**src/hw/rtl/u8sd_pkg.sv**
```systemverilog
// Shared types and constants for the UTF-8 stream decoder.
`default_nettype none

package u8sd_pkg;

    // Field widths.
    localparam int CP_W    = 21;
    localparam int CNT_W   = 13;
    localparam int BYTE_W  = 8;

    // Hard ceiling on code points per string, and the reset value of max_count.
    localparam logic [CNT_W-1:0] COUNT_LIMIT     = 13'd4096;
    localparam logic [CNT_W-1:0] MAX_COUNT_RESET = 13'd4096;

    // Padded stream widths.
    localparam int IN_TDATA_W  = 8;
    localparam int OUT_TDATA_W = 40;
    localparam int OUT_TUSER_W = 2;

    // Reason a string ended.
    typedef enum logic [1:0] {
        CAUSE_TERMINATOR = 2'd0,
        CAUSE_INVALID    = 2'd1,
        CAUSE_TRUNCATED  = 2'd2,
        CAUSE_LIMIT      = 2'd3
    } u8sd_cause_t;

    // Decoder state carried from byte to byte.
    typedef struct packed {
        logic [1:0]       bytes_pending;
        logic [CP_W-1:0]  partial_value;
        logic [CNT_W-1:0] emitted_so_far;
        logic             discarding;
    } u8sd_state_t;

    // One result beat.
    typedef struct packed {
        logic [CP_W-1:0]  codepoint;
        logic             string_end;
        logic [CNT_W-1:0] decoded_count;
        u8sd_cause_t      stop_cause;
    } u8sd_result_t;

endpackage

`default_nettype wire

```
**src/hw/rtl/u8sd_decode.sv**
```systemverilog
// Per-byte next-state and result logic of the UTF-8 stream decoder.
`default_nettype none

module u8sd_decode
    import u8sd_pkg::*;
(
    input  wire u8sd_state_t       state,
    input  wire logic [BYTE_W-1:0] text_byte,
    input  wire logic [CNT_W-1:0]  max_count,
    output u8sd_state_t            state_next,
    output logic                   result_valid,
    output u8sd_result_t           result
);

    logic [CNT_W-1:0] limit;
    logic             cp_done;
    logic [CP_W-1:0]  cp_value;
    logic [CP_W-1:0]  shifted;
    logic             end_req;
    logic             end_drop;
    u8sd_cause_t      end_cause;

    // Limit in force is the smaller of the register and the hard ceiling.
    assign limit   = (max_count > COUNT_LIMIT) ? COUNT_LIMIT : max_count;
    assign shifted = {state.partial_value[CP_W-7:0], text_byte[5:0]};

    always_comb
    begin
        state_next   = state;
        result_valid = 1'b0;
        result       = '0;
        cp_done      = 1'b0;
        cp_value     = '0;
        end_req      = 1'b0;
        end_drop     = 1'b0;
        end_cause    = CAUSE_TERMINATOR;

        // Classify the byte against the current state.
        if (state.discarding)
        begin
            if (text_byte == '0)
            begin
                state_next = '0;
            end
        end
        else if (state.bytes_pending != 2'd0)
        begin
            if (text_byte == '0)
            begin
                end_req   = 1'b1;
                end_cause = CAUSE_TRUNCATED;
            end
            else
            begin
                state_next.partial_value = shifted;
                state_next.bytes_pending = state.bytes_pending - 2'd1;
                if (state.bytes_pending == 2'd1)
                begin
                    cp_done  = 1'b1;
                    cp_value = shifted;
                end
            end
        end
        else if (text_byte == '0)
        begin
            end_req   = 1'b1;
            end_cause = CAUSE_TERMINATOR;
        end
        else if (!text_byte[7])
        begin
            cp_done  = 1'b1;
            cp_value = {{(CP_W-BYTE_W){1'b0}}, text_byte};
        end
        else if (text_byte[7:5] == 3'b110)
        begin
            state_next.partial_value = {{(CP_W-5){1'b0}}, text_byte[4:0]};
            state_next.bytes_pending = 2'd1;
        end
        else if (text_byte[7:4] == 4'b1110)
        begin
            state_next.partial_value = {{(CP_W-4){1'b0}}, text_byte[3:0]};
            state_next.bytes_pending = 2'd2;
        end
        else if (text_byte[7:3] == 5'b11110)
        begin
            state_next.partial_value = {{(CP_W-3){1'b0}}, text_byte[2:0]};
            state_next.bytes_pending = 2'd3;
        end
        else
        begin
            end_req   = 1'b1;
            end_cause = CAUSE_INVALID;
            end_drop  = 1'b1;
        end

        // A completed code point goes out unless the string is at its limit.
        if (cp_done)
        begin
            if (state.emitted_so_far < limit)
            begin
                result_valid              = 1'b1;
                result.codepoint          = cp_value;
                state_next.emitted_so_far = state.emitted_so_far + 13'd1;
                state_next.partial_value  = '0;
            end
            else
            begin
                end_req   = 1'b1;
                end_cause = CAUSE_LIMIT;
                end_drop  = 1'b1;
            end
        end

        // End record: report count, clear state; discard on invalid/limit.
        if (end_req)
        begin
            result_valid         = 1'b1;
            result.string_end    = 1'b1;
            result.decoded_count = state.emitted_so_far;
            result.stop_cause    = end_cause;
            state_next           = '0;
            state_next.discarding = end_drop;
        end
    end

endmodule

`default_nettype wire

```
**src/hw/rtl/utf8_stream_decoder.sv**
```systemverilog
// Top level of the UTF-8 stream decoder: state, configuration and output register.
//
//  Channel   Direction  Beat contents
//  s_axis    in         tdata[7:0] text_byte
//  m_axis    out        tdata[20:0] codepoint, [33:21] decoded_count; tlast string_end;
//                       tuser[1:0] stop_cause
//  cfg       in         cfg_wr_data = max_count, written when cfg_wr_en is high
//
// One input byte is taken per cycle; its result, if any, is in the output
// register on the next cycle. The decode of a byte is a single pass through
// the per-byte logic between the state registers and the output register.
// Input stalls only while the output register holds a beat that is not taken.
// Reset clears the string state and loads max_count with 4096.
`default_nettype none

module utf8_stream_decoder
    import u8sd_pkg::*;
(
    input  wire logic                    clk,
    input  wire logic                    rst_n,
    input  wire logic                    cfg_wr_en,
    input  wire logic [CNT_W-1:0]        cfg_wr_data,
    input  wire logic                    s_axis_tvalid,
    output logic                         s_axis_tready,
    input  wire logic [IN_TDATA_W-1:0]   s_axis_tdata,   // [7:0] text_byte
    output logic                         m_axis_tvalid,
    input  wire logic                    m_axis_tready,
    output logic [OUT_TDATA_W-1:0]       m_axis_tdata,   // [20:0] codepoint, [33:21] decoded_count
    output logic                         m_axis_tlast,   // string_end
    output logic [OUT_TUSER_W-1:0]       m_axis_tuser    // [1:0] stop_cause
);

    u8sd_state_t      state_reg;
    u8sd_state_t      state_next;
    logic [CNT_W-1:0] max_count_reg;
    logic             out_valid_reg;
    logic             out_valid_next;
    u8sd_result_t     out_reg;
    u8sd_result_t     dec_result;
    logic             dec_valid;
    logic             in_accept;

    // Per-byte decode.
    u8sd_decode u_decode (
        .state        (state_reg),
        .text_byte    (s_axis_tdata[BYTE_W-1:0]),
        .max_count    (max_count_reg),
        .state_next   (state_next),
        .result_valid (dec_valid),
        .result       (dec_result)
    );

    // Input is taken whenever the output register is empty or being drained.
    assign s_axis_tready = !out_valid_reg || m_axis_tready;
    assign in_accept     = s_axis_tvalid && s_axis_tready;

    // Output register holds one beat.
    always_comb
    begin
        out_valid_next = out_valid_reg && !m_axis_tready;
        if (in_accept && dec_valid)
        begin
            out_valid_next = 1'b1;
        end
    end

    // Control state: string state, limit register, output valid.
    always_ff @(posedge clk or negedge rst_n)
    begin
        if (!rst_n)
        begin
            state_reg     <= '0;
            max_count_reg <= MAX_COUNT_RESET;
            out_valid_reg <= 1'b0;
        end
        else
        begin
            if (in_accept)
            begin
                state_reg <= state_next;
            end
            if (cfg_wr_en)
            begin
                max_count_reg <= cfg_wr_data;
            end
            out_valid_reg <= out_valid_next;
        end
    end

    // Result payload, loaded on each accepted byte that produces a beat.
    always_ff @(posedge clk)
    begin
        if (in_accept && dec_valid)
        begin
            out_reg <= dec_result;
        end
    end

    assign m_axis_tvalid = out_valid_reg;
    assign m_axis_tdata  = {{(OUT_TDATA_W-CP_W-CNT_W){1'b0}},
                            out_reg.decoded_count, out_reg.codepoint};
    assign m_axis_tlast  = out_reg.string_end;
    assign m_axis_tuser  = out_reg.stop_cause;

`ifndef ASSERT_OFF
    // End records never carry a code point.
    assert property (@(posedge clk) disable iff (!rst_n)
        m_axis_tvalid && m_axis_tlast |-> m_axis_tdata[CP_W-1:0] == '0)
        else $error("end record carries a nonzero code point");

    // Code point beats carry no count and no cause.
    assert property (@(posedge clk) disable iff (!rst_n)
        m_axis_tvalid && !m_axis_tlast |->
            m_axis_tuser == '0 && m_axis_tdata[CP_W+CNT_W-1:CP_W] == '0)
        else $error("code point beat carries count or cause");

    // The per-string count never passes the hard ceiling.
    assert property (@(posedge clk) disable iff (!rst_n)
        state_reg.emitted_so_far <= COUNT_LIMIT)
        else $error("emitted count above limit");

    // A terminator byte always leaves a clean string state.
    assert property (@(posedge clk) disable iff (!rst_n)
        in_accept && s_axis_tdata == '0 |=>
            state_reg.bytes_pending == 2'd0 && !state_reg.discarding &&
            state_reg.emitted_so_far == '0)
        else $error("string state not cleared after terminator");
`endif

endmodule

`default_nettype wire
```
**config.mk**
```make
export PLATFORM = sky130hd
export DESIGN_NAME = utf8_stream_decoder
export DESIGN_NICKNAME = d
export VERILOG_FILES = /design/src/hw/rtl/u8sd_pkg.sv /design/src/hw/rtl/u8sd_decode.sv /design/src/hw/rtl/utf8_stream_decoder.sv
export SDC_FILE = /design/constraint.sdc
export NUM_CORES = 1
export LEC_CHECK = 0
export CORE_UTILIZATION = 62
export DETAILED_ROUTE_END_ITERATION = 8
export DONT_BUFFER_PORTS = 1
export PLACE_DENSITY = 0.78
export SLEW_MARGIN = 20
export SYNTH_ARGS = -nofsm -noshare
export SYNTH_HDL_FRONTEND = slang
export SYNTH_HIERARCHICAL = 1
export SYNTH_SLANG_ARGS = --single-unit
```
**constraint.sdc**
```tcl
create_clock -name clk -period 7.52 [get_ports clk]
set_clock_uncertainty 0.15 [all_clocks]
set_input_delay 1.128 -clock clk [delete_from_list [all_inputs] [get_ports clk]]
set_output_delay 1.128 -clock clk [all_outputs]
set_load 0.005 [all_outputs]
```
Yosys cells after proc, flatten, opt, wreduce, memory -nomap -nowiden
Index checks and enable logic that the tools add are counted.
- add/sub/neg operators: 2
- multiply operators: 0
- divide/modulo/power cells: 0
- $lt $le $gt $ge: 2
- equal/unequal tests: 6
- shifts and indexed selects: 0
- multiplexer cells: 55
- bitwise gates (word level): 2
- reductions and logical operators: 12
- operators by type and width (cell ; number):
    $mux W23 ; 8
    $mux W21 ; 4
    $mux W37 ; 2
    $mux W34 ; 2
    $mux W1 ; 26
    $mux W2 ; 9
    $mux W16 ; 1
    $mux W14 ; 1
    $add A13 B1 Y13 const B ; 1
    $gt A13 B13 Y1 const B ; 1
    $lt A13 B13 Y1 ; 1
    $mux W13 ; 1
    $logic_not A8 Y1 ; 1
    $mux W7 ; 1
    $reduce_bool A6 Y1 ; 1
    $eq A5 B5 Y1 const B ; 1
    $reduce_and A5 Y1 ; 1
    $eq A4 B4 Y1 const B ; 1
    $reduce_bool A4 Y1 ; 1
    $eq A3 B3 Y1 const B ; 1
    $logic_and A1 B1 Y1 ; 3
    $ne A3 B1 Y1 const B ; 1
    $ne A3 B2 Y1 const B ; 1
    $reduce_or A3 Y1 ; 1
    6 further kinds ; 8
- bits in registers: 88
- latch bits: 0
- memory bits (writable): 0
- memory bits (read-only): 0
- bits of input ports: 26
- word-level logic and storage cells: 89
- memories: 0

Logic depth before layout (Yosys ltp)
Gate-level depths: netlist of the first run.
- depth in word-level cells: 13
- gate-level depth with buffers: 12

Modules after synthesis
Netlist of the first run, hierarchy kept.
- modules (own cells, without submodules) (module ; times used ; cells an instance ; area each (sq um) ; sequential area each (sq um)):
    utf8_stream_decoder ; 1 ; 154 ; 3225.6 ; 2388.5
    u8sd_decode ; 1 ; 257 ; 1705.4 ; 0.0

Worst setup path after synthesis of the first run
OpenSTA, ideal clock, no wires.
- path kind: in2reg
- start point: in s_axis_tdata[4]
- end point: reg out_reg, in the netlist m_axis_tdata[0], enable pin
- arrival: 4218 ps
- setup slack: 2717 ps
- stages on the path: 7
- path buffers: 1
- cell sequence: or4_4 > nor2_8 > nor2_2 > a21oi_4 > buf_2 > nand2_1 > nor2b_1
- longest elaborated chain between the ends: 12
- ends and longest elaborated chain (element ; RTL line ; source):
    from (decl) ; utf8_stream_decoder.sv:25 ; input wire logic [IN_TDATA_W-1:0] s_axis_tdata,
    $eq A5 B5 Y1 ; u8sd_decode.sv:84 ; else if (text_byte[7:3] == 5'b11110)
    $mux W1 ; u8sd_decode.sv:84 ;
    $mux W1 ; u8sd_decode.sv:79 ; else if (text_byte[7:4] == 4'b1110)
    $mux W1 ; u8sd_decode.sv:74 ; else if (text_byte[7:5] == 3'b110)
    $mux W1 ; u8sd_decode.sv:69 ; else if (!text_byte[7])
    $mux W1 ; u8sd_decode.sv:64 ; else if (text_byte == '0)
    $mux W1 ; u8sd_decode.sv:46 ; else if (state.bytes_pending != 2'd0)
    $mux W1 ; u8sd_decode.sv:39 ; if (state.discarding)
    $mux W1 ; u8sd_decode.sv:99 ; if (state.emitted_so_far < limit)
    $mux W1 ; u8sd_decode.sv:97 ; if (cp_done)
    $mux W1 (*) ; u8sd_decode.sv:115 ; if (end_req)
    named net dec_valid ; utf8_stream_decoder.sv:40 ; logic dec_valid;
    $logic_and A1 B1 Y1 (*) ; utf8_stream_decoder.sv:93 ; if (in_accept && dec_valid)
    to (signal assigned) ; utf8_stream_decoder.sv:95 ; out_reg <= dec_result;
    to (decl) ; utf8_stream_decoder.sv:38 ; u8sd_result_t out_reg;
The timed path passes the listed nets; every way through them passes the cells marked *.
A chain may end at the register's enable or synchronous reset.

Worst setup path in the final report of the first run
- start point: in s_axis_tdata[4]
- end point: reg out_reg, in the netlist m_axis_tdata[4], enable pin
The elaborated chain is that of the path after synthesis.

==> results.md, run 1 <==
* Setup TNS Final at 0 ns
* PostCTS Resize Cnt at 0
* Peak Freq at 274.2 MHz
* Synthesized cell area at 0.004614 sq mm
* Mapped Avg Cell Area at 11.92 sq um
* Root Buffer: clkbuf_8
* Clock Power Share at 28.5%
* Port buffer count at 0
* Crit path arrival time at 3.48 ns
* Slew Limit Headroom at 35.82%
* Setup violators final at 0
* # DRC at 0
* Final core occ at 66.72%
* RSZ-0062 raised after global routing: false
* Total number of vias at 2986
* Final worst hold slack at 0.3059 ns
* Grt total ovfl at 0
* Largest register FFs at 34
* Core ar. at 0.007214 sq mm
* Post-Synthesis Cells at 387
* YS warnings at 6
* Routed Antenna Nets at 0
* Area grow syn2layout at 4.311%
* CTS Buf Count at 9
* Post-CTS Setup Inserts at 0
* CP top delay family: simple AND/OR/NAND/NOR gates
* Min-Delay Path Class: in2async
* Leakage Power at 0.002030 uW
* CTS Hold Bufs at 0
* Htree depth at 3
* PwrDens at 279.8 mW/mm^2
* Critical path endpoint category: flop
* Psw at 419.9 uW
* CP cell instances: or4_4 -> nor2_8 -> nor2_2 -> a21oi_4 -> nand2_1 -> nor2b_4
* Slew @ Worst Pin at 0.9606 ns
* First-pass GRT wire length at 14110 um
* CP Buf/Inv Count at 0
* Tcrit/Tclk final at 48.50%
* Die Y at 88.27 um
* Antenna violations before repair at 0
* IO Pins at 71
* Clock transition at path regs at 0.09 ns
* Share of cells above drive strength 1 at 23.32%
* Status: completed
* Worst skew pair latency at 0.35 ns
* Peak supply drop at 0.1463 mV
* CP max stage delay at 0.78 ns
* Logic gate share of total power at 25.9%
* Area of the multi-input gates at 0.002177 sq mm
* WP data required at 7.35 ns
* Routed length per instance at 18.02 um
* Critical Path Fanout Max at 37
* Storage element area at 0.002238 sq mm
* Post-layout nets at 423
* Vias per cell at 6.157
* GPL Wtd Cong at 0.8760
* Reg power frac at 45.6%
* Vias in the first global route at 2728
* Initial drt markers at 203
* CTS tree: yes
* Hpwl dp at 5992 um
* Final period demand of the worst path at 3.647 ns
* Hold Vio Cnt, Final at 0
* Standard-cell rows at 31
* Clock Path Buffers at 2
* Pre-antenna DRT Iters at 5
* CP startpoint kind: input pin
* Pint at 926.7 uW
* Die Area at 0.007792 sq mm
* Number of diodes at 0
* Final Power at 1347 uW
* Critical path type: in2reg
* Final Max Tran Viols at 0
* Slowest CP cell: nor2b_4
* Net Sw Frac at 31.18%
* Maxcap violations at 0
* Die width at 88.27 um
* Clk sinks at 82
* Total GRT Usage at 24.33%
* Fillers at 561
* Largest net degree at the start of global routing at 46
* Initial Util at 63.96%
* Final WL at 8741 um
routing by layer:
metal / share of wire [%] / up-vias / GRT usage [%]
li1: - / 1382 / -
met1: 48 / 1477 / 36.43
met2: 44 / 118 / 34.90
met3: 6.5 / 9 / 5.131
met4: 1.1 / 0 / 8.798
met5: 0 / - / 0
final timing paths:
| check | end | slack [ns] | cells past startpoint | from |
|---|---|---|---|---|
| worst max-delay path | m_axis_tdata[4] | 3.87 | 6 | s_axis_tdata[4] |
| worst min-delay path | state_reg[22] | 0.31 | 0 | rst_n |
| worst max register to register | m_axis_tdata[4] | 3.95 | 8 | state_reg[35] |
| worst min register to register | max_count_reg[7] | 0.36 | 1 | max_count_reg[7] |
| max in group asynchronous | max_count_reg[12] | 6.74 | 0 | rst_n |
| min in group clk | max_count_reg[7] | 0.36 | 1 | max_count_reg[7] |
metrics by stage:
stage / area, sq um / instances / setup slack [ns]
final: 4813 / 485 / 3.873
after global routing: 4813 / 485 / 3.602
after CTS: 4813 / 485 / 3.844
after detailed placement: 4573 / 469 / 3.468
after global placement: 4573 / 469 / 3.522
after floorplan: 4633 / 392 / 2.843
power groups by stage:
stage / sequential, uW / clock, uW / combinational, uW
after floorplan: 591 / 0 / 327
after global placement: 617 / 0 / 336
after detailed placement: 621 / 0 / 343
after CTS: 613 / 390 / 346
after global routing: 625 / 408 / 381
final: 614 / 384 / 349
layout make-up:
type,count,share of cell area [%]
Clock buffer,10,2.651
Clock inverter,6,2.339
Inverter,7,0.5459
Multi-Input combinational cell,280,45.23
Sequential cell,82,46.50
Tap cell,99,2.573
Timing Repair Buffer,1,0.1560
cell usage in the layout, fill, tap and decap left out, drive strengths merged, types with 3 or more instances in the layout:
cell type / instances
dfrtp: 44
mux2: 44
edfxtp: 37
nor2: 35
and2: 31
nand2: 26
nand3: 22
a21oi: 18
ha: 16
a22oi: 13
clkbuf: 10
and3: 9
inv: 8
o21ai: 8
conb: 6
xor2: 6
nor3: 5
or3: 4
a211oi: 4
bufinv: 3
nand4: 3
a31oi: 3
mux2i: 3
nor2b: 3
Power figures use the tool's default switching activity.
==> run 2, diff against run 1 <==
ABC_AREA = 1   (was not set)
clock period = 3.8 ns   (was 7.52 ns; I/O delays follow)
==> run 2 against run 1 <==
Area after synthesis increased by 4.6%; final area increased by 4.7%; worst hold slack got worse by 0.17 ns; sequential share of layout area decreased by 2.1 points; critical endpoint is now m_axis_tdata[9]; critical path depth increased by 10; global-route usage increased by 2.6 points; synthesized cell count increased by 56%; critical path type is now reg2reg; sequential power increased by 130%; sequential cell count unchanged; clock-buffer cell count increased by 1.
==> results.md, run 2 <==
* Vias per cell at 5.729
* Post-CTS Setup Inserts at 0
* WP data required at 3.77 ns
* Final Instance Area at 0.005041 sq mm
* Min-Delay Path Class: in2reg
* Total number of vias at 3993
* Standard-cell rows at 31
* Number of diodes at 0
* Largest net degree at the start of global routing at 46
* Die Y at 90.25 um
* Vias in the first global route at 3687
* Peak supply drop at 0.4142 mV
* Slew Limit Headroom at 52.26%
* Worst skew pair latency at 0.36 ns
* Leakage Power at 0.002370 uW
* CTS tree: yes
* Root Buffer: clkbuf_8
* Routed Antenna Nets at 0
* Die Area at 0.008145 sq mm
* Clock Path Buffers at 2
* Final Max Tran Viols at 0
* Core ar. at 0.007408 sq mm
* Pre-antenna DRT Iters at 5
* Setup violators final at 0
* First-pass GRT wire length at 17440 um
* CP startpoint kind: flop
* # DRC at 0
* Antenna violations before repair at 0
* Commonest non-fill, non-tap cell in the layout: nand2_1
* Initial drt markers at 460
* Clock transition at path regs at 0.09 ns
* Peak Freq at 339.0 MHz
* Routed length per instance at 15.03 um
* Final period demand of the worst path at 2.950 ns
* Final worst hold slack at 0.1313 ns
* Largest register FFs at 34
* Non-filler cells, final at 697
* Hpwl dp at 7006 um
* Post-Synthesis Cells at 604
* Htree depth at 3
* Maxcap violations at 0
* PostCTS Resize Cnt at 0
* Placed insts at 679
* PwrDens at 735.4 mW/mm^2
* Hold Vio Cnt, Final at 0
* Grt total ovfl at 0
* Fillers at 606
* Dpl cell area at 0.004791 sq mm
* Area grow syn2layout at 4.405%
* Status: completed
* YS warnings at 6
* Total GRT Usage at 26.88%
* Final WL at 10480 um
* RSZ-0062 raised after global routing: false
* Clk sinks at 82
* IO Pins at 71
* Final Power at 3707 uW
* Port buffer count at 0
* Critical path endpoint category: flop
* Critical path type: reg2reg
* Initial Util at 65.17%
* Share of cells above drive strength 1 at 9.365%
* GPL Wtd Cong at 0.9271
* Setup TNS Final at 0 ns
* Synthesized cell area at 0.004828 sq mm
* Post-layout nets at 635
* Mapped Avg Cell Area at 7.994 sq um
* Area of the multi-input gates at 0.002141 sq mm
* Slew @ Worst Pin at 0.7154 ns
* Most frequent cells in the layout: nand2_1 (159), nor2_1 (73), inv_1 (61)
* Critical Path Fanout Max at 12
* Storage element area at 0.002238 sq mm
* Crit path arrival time at 2.92 ns
* Die width at 90.25 um
* CTS Buf Count at 9
* Tcrit/Tclk final at 77.63%
* Reg-to-reg slack, setup at 0.85 ns
-- run 2: final cells by class --
type / count / area share [%]
repair buffers: 7 / 1.489
multi-input cells: 427 / 42.47
flip-flops and latches: 82 / 44.40
well taps: 99 / 2.457
clock inverters: 5 / 1.191
clock buffers: 11 / 3.028
inverters: 66 / 4.964
-- run 2: worst paths after layout --
check                                       start           endpoint  cells past startpoint
worst max-delay path             max_count_reg[8]    m_axis_tdata[9]                     16
min in group asynchronous                   rst_n      m_axis_tvalid                      2
max in group asynchronous                   rst_n  max_count_reg[12]                      2
worst min register to register  max_count_reg[12]  max_count_reg[12]                      2
worst min-delay path                    cfg_wr_en  max_count_reg[12]                      1
worst max register to register   max_count_reg[8]    m_axis_tdata[9]                     16
-- run 2: per-stage QoR --
step                      util [%]  setup slack, ns
after global routing         68.05           0.5185
after global placement       64.67           0.9636
final                        68.05           0.8501
after floorplan                  -           0.2014
after detailed placement     64.67           0.8894
after CTS                    68.05           0.8635
-- run 2: repair_timing --
action                     CTS  global route
hold endpoints to repair    45             0
hold buffers                 2             0
setup endpoints to repair    0             0
-- run 2: critical path, stage by stage, from the launching register on --
cell and delay, ns:
dfrtp_1 0.41, nor4_1 0.26, and2_1 0.16, nand3_1 0.06
nand2_1 0.18, nand2_1 0.08, ha_1 0.29, nand2_1 0.06
nor2_1 0.18, inv_1 0.08, nor2_2 0.15, nand2_1 0.09
nand2_2 0.10, nor2_1 0.05, buf_4 0.19, nand2_1 0.15
nor2_1 0.07
-- run 2: report_power, final --
part           switching (uW)  internal, uW  total, uW
clock network             327           346        673
registers                 228          1210       1440
logic                    1090           503       1590
total                    1640          2060       3710
-- run 2: layer usage --
| metal | wire length (um) | vias to the layer above | share of wire [%] | GRT usage (%) |
|---|---|---|---|---|
| met5 | 0 | - | 0 | 0 |
| met4 | 135 | 0 | 1.3 | 9.543 |
| met3 | 761 | 16 | 7.3 | 4.630 |
| met2 | 4797 | 204 | 46 | 41.73 |
| met1 | 4784 | 1868 | 46 | 38.16 |
| li1 | - | 1905 | - | - |
==> run 3, diff against run 2 <==
CORE_UTILIZATION = 58   (was 62)
PLACE_DENSITY = 0.76   (was 0.78)
clock period = 2.5 ns   (was 3.8 ns; I/O delays follow)
==> run 3 against run 2 <==
The run now ends with setup timing left; power increased by 82%; sequential power up 52%; combinational power increased by 120%; wire length grew 18%; via count increased by 7.5%; worst hold slack got worse by 0.13 ns; global-route usage up 1.7 points; first-iteration DRC count down 2.0%; utilization up 6.1 points; clock power grew 49%; final area grew 16%; highest routed layer unchanged.
==> results.md, run 3 (synthesized netlist as in run 2, its figures left out) <==
* Psw at 3071 uW
* IO Pins at 71
* Setup violators final at 53
* Pint at 3678 uW
* Reg power frac at 32.4%
* CTS Buf Count at 9
* Final Power at 6749 uW
* Die Area at 0.008694 sq mm
* Crit path arrival time at 3.00 ns
* Hold Vio Cnt, Final at 0
* WP data required at 2.61 ns
* Dpl ws at -0.3541 ns
* Port buffer count at 0
* Peak supply drop at 0.6224 mV
* Clock transition at path regs at 0.09 ns
* Core ar. at 0.007888 sq mm
* Net Sw Frac at 45.50%
* Vias in the first global route at 3855
* Antenna violations before repair at 0
* PwrDens at 1154 mW/mm^2
* Tcrit/Tclk final at 115.6%
* Pre-antenna DRT Iters at 7
* Largest net degree at the start of global routing at 46
* Total GRT Usage at 28.57%
* Htree depth at 3
* Clock Path Buffers at 2
* Most frequent cells in the layout: nand2_1 (144), nor2_1 (64), inv_1 (59)
* CTS tree: yes
* Commonest non-fill, non-tap cell in the layout: nand2_1
* Setup TNS Final at -14.57 ns
* Slew @ Worst Pin at 0.6860 ns
* Final period demand of the worst path at 2.891 ns
* Final Max Tran Viols at 0
* Worst skew pair latency at 0.36 ns
* GPL Wtd Cong at 0.8939
* Hold Path Cell Cnt at 2
* Slew Limit Headroom at 54.12%
* Routed length per instance at 16.67 um
* Failing checks: setup timing
* Final worst slack at -0.3905 ns
* Status: finished with violations
* Die width at 93.24 um
* Total number of vias at 4292
* Final WL at 12370 um
* Maxcap violations at 0
* Die Y at 93.24 um
* Share of cells above drive strength 1 at 23.13%
* RSZ-0062 raised after global routing: true
* Critical Path Fanout Max at 8
* Standard-cell rows at 32
* Register-to-Register Path Depth at 18
* Post-layout nets at 677
* Area grow syn2layout at 21.12%
* Clk sinks at 82
* # DRC at 0
* Number of diodes at 0
* CP startpoint kind: flop
* Largest register FFs at 34
* Grt total ovfl at 0
* Initial drt markers at 451
* Leakage Power at 0.002638 uW
* Peak Freq at 346.0 MHz
* Clock Power Share at 14.8%
* Initial Util at 61.22%
* Min-Delay Path Class: in2reg
* Vias per cell at 5.784
* Critical path type: reg2reg
* Root Buffer: clkbuf_8
* Critical path endpoint category: flop
* Logic gate share of total power at 52.8%
* First-pass GRT wire length at 18970 um
* Hpwl dp at 7244 um
* Routed Antenna Nets at 0
## run 3: changes by cell type in the layout (fill, tap and decap cells not counted), moves of 7 or more
cell	before	now
a21oi_2	5	17
a21oi_1	32	19
dlygate4sd3_1	1	14
nand2_1	159	144
nor2_1	73	64
nor3b_2	0	7
nand2_2	8	20
buf_4	5	21
nor3b_1	8	0
## run 3: worst paths after layout
kind / start / end / slack [ns]
worst max-delay path: max_count_reg[11] / state_reg[9] / -0.39
worst min-delay path: cfg_wr_data[4] / max_count_reg[4] / 0.004
worst max register to register: max_count_reg[11] / state_reg[9] / -0.39
worst min register to register: state_reg[25] / state_reg[25] / 0.36
max in group asynchronous: rst_n / max_count_reg[12] / 1.56
min in group asynchronous: rst_n / state_reg[7] / 0.38
## run 3: power by group through the flow
| stage | Combinational [uW] | Sequential, uW | Clock [uW] |
|---|---|---|---|
| global placement | 2590 | 2170 | 0 |
| finish | 3560 | 2190 | 1000 |
| CTS | 3200 | 2160 | 1010 |
| floorplan | 2150 | 2110 | 0 |
| detailed placement | 2670 | 2190 | 0 |
| global route | 3830 | 2230 | 1060 |
## run 3: layout make-up
class	count	area, sq um
Sequential cell	82	2238
Timing Repair inverter	1	8.758
Fill cell	520	2039
Tap cell	102	127.6
Inverter	66	257.7
Multi-Input combinational cell	429	2519
Clock buffer	10	137.6
Timing Repair Buffer	46	495.5
Clock inverter	6	63.81
## run 3: repair_timing
action / 4_1_cts / 5_1_grt
hold buffers: 15 / 0
endpoints found under the hold margin: 64 / 0
pin swaps: 18 / 17
gates cloned: 3 / 1
buffers inserted: 2 / 2
setup endpoints to repair: 53 / 54
resized for setup: 47 / 24
## run 3: layer usage
metal	global-route usage, %	part of all wire [%]
met1	38.87	41
met2	46.08	47
met3	4.553	9.1
met4	10.90	2.2
met5	0	0
## run 3: per-stage QoR
stage	cells	util, %	hold slack, ns	instance area [sq um]
CTS	739	71.73	0.0001542	5658
global route	742	74.14	-0.002688	5848
floorplan	609	-	-0.07059	4930
global placement	703	63.90	-0.06938	5040
detailed placement	703	63.90	-0.06969	5040
finish	742	74.14	0.003588	5848
## run 3: worst max-delay path, cell delays in order, from the launching register on
cell     delay, ns
dfrtp_1       0.39
nor4_1        0.29
and2_1        0.18
nand3_2       0.09
nand2_4       0.14
nand2_1       0.10
ha_4          0.28
nand2_1       0.10
nor2_4        0.15
inv_2         0.06
nor2_4        0.12
nand2_2       0.09
nand2_4       0.10
nor2_4        0.07
buf_12        0.15
a21oi_1       0.14
nor2_1        0.06
nand3_1       0.07
nand2_1       0.05
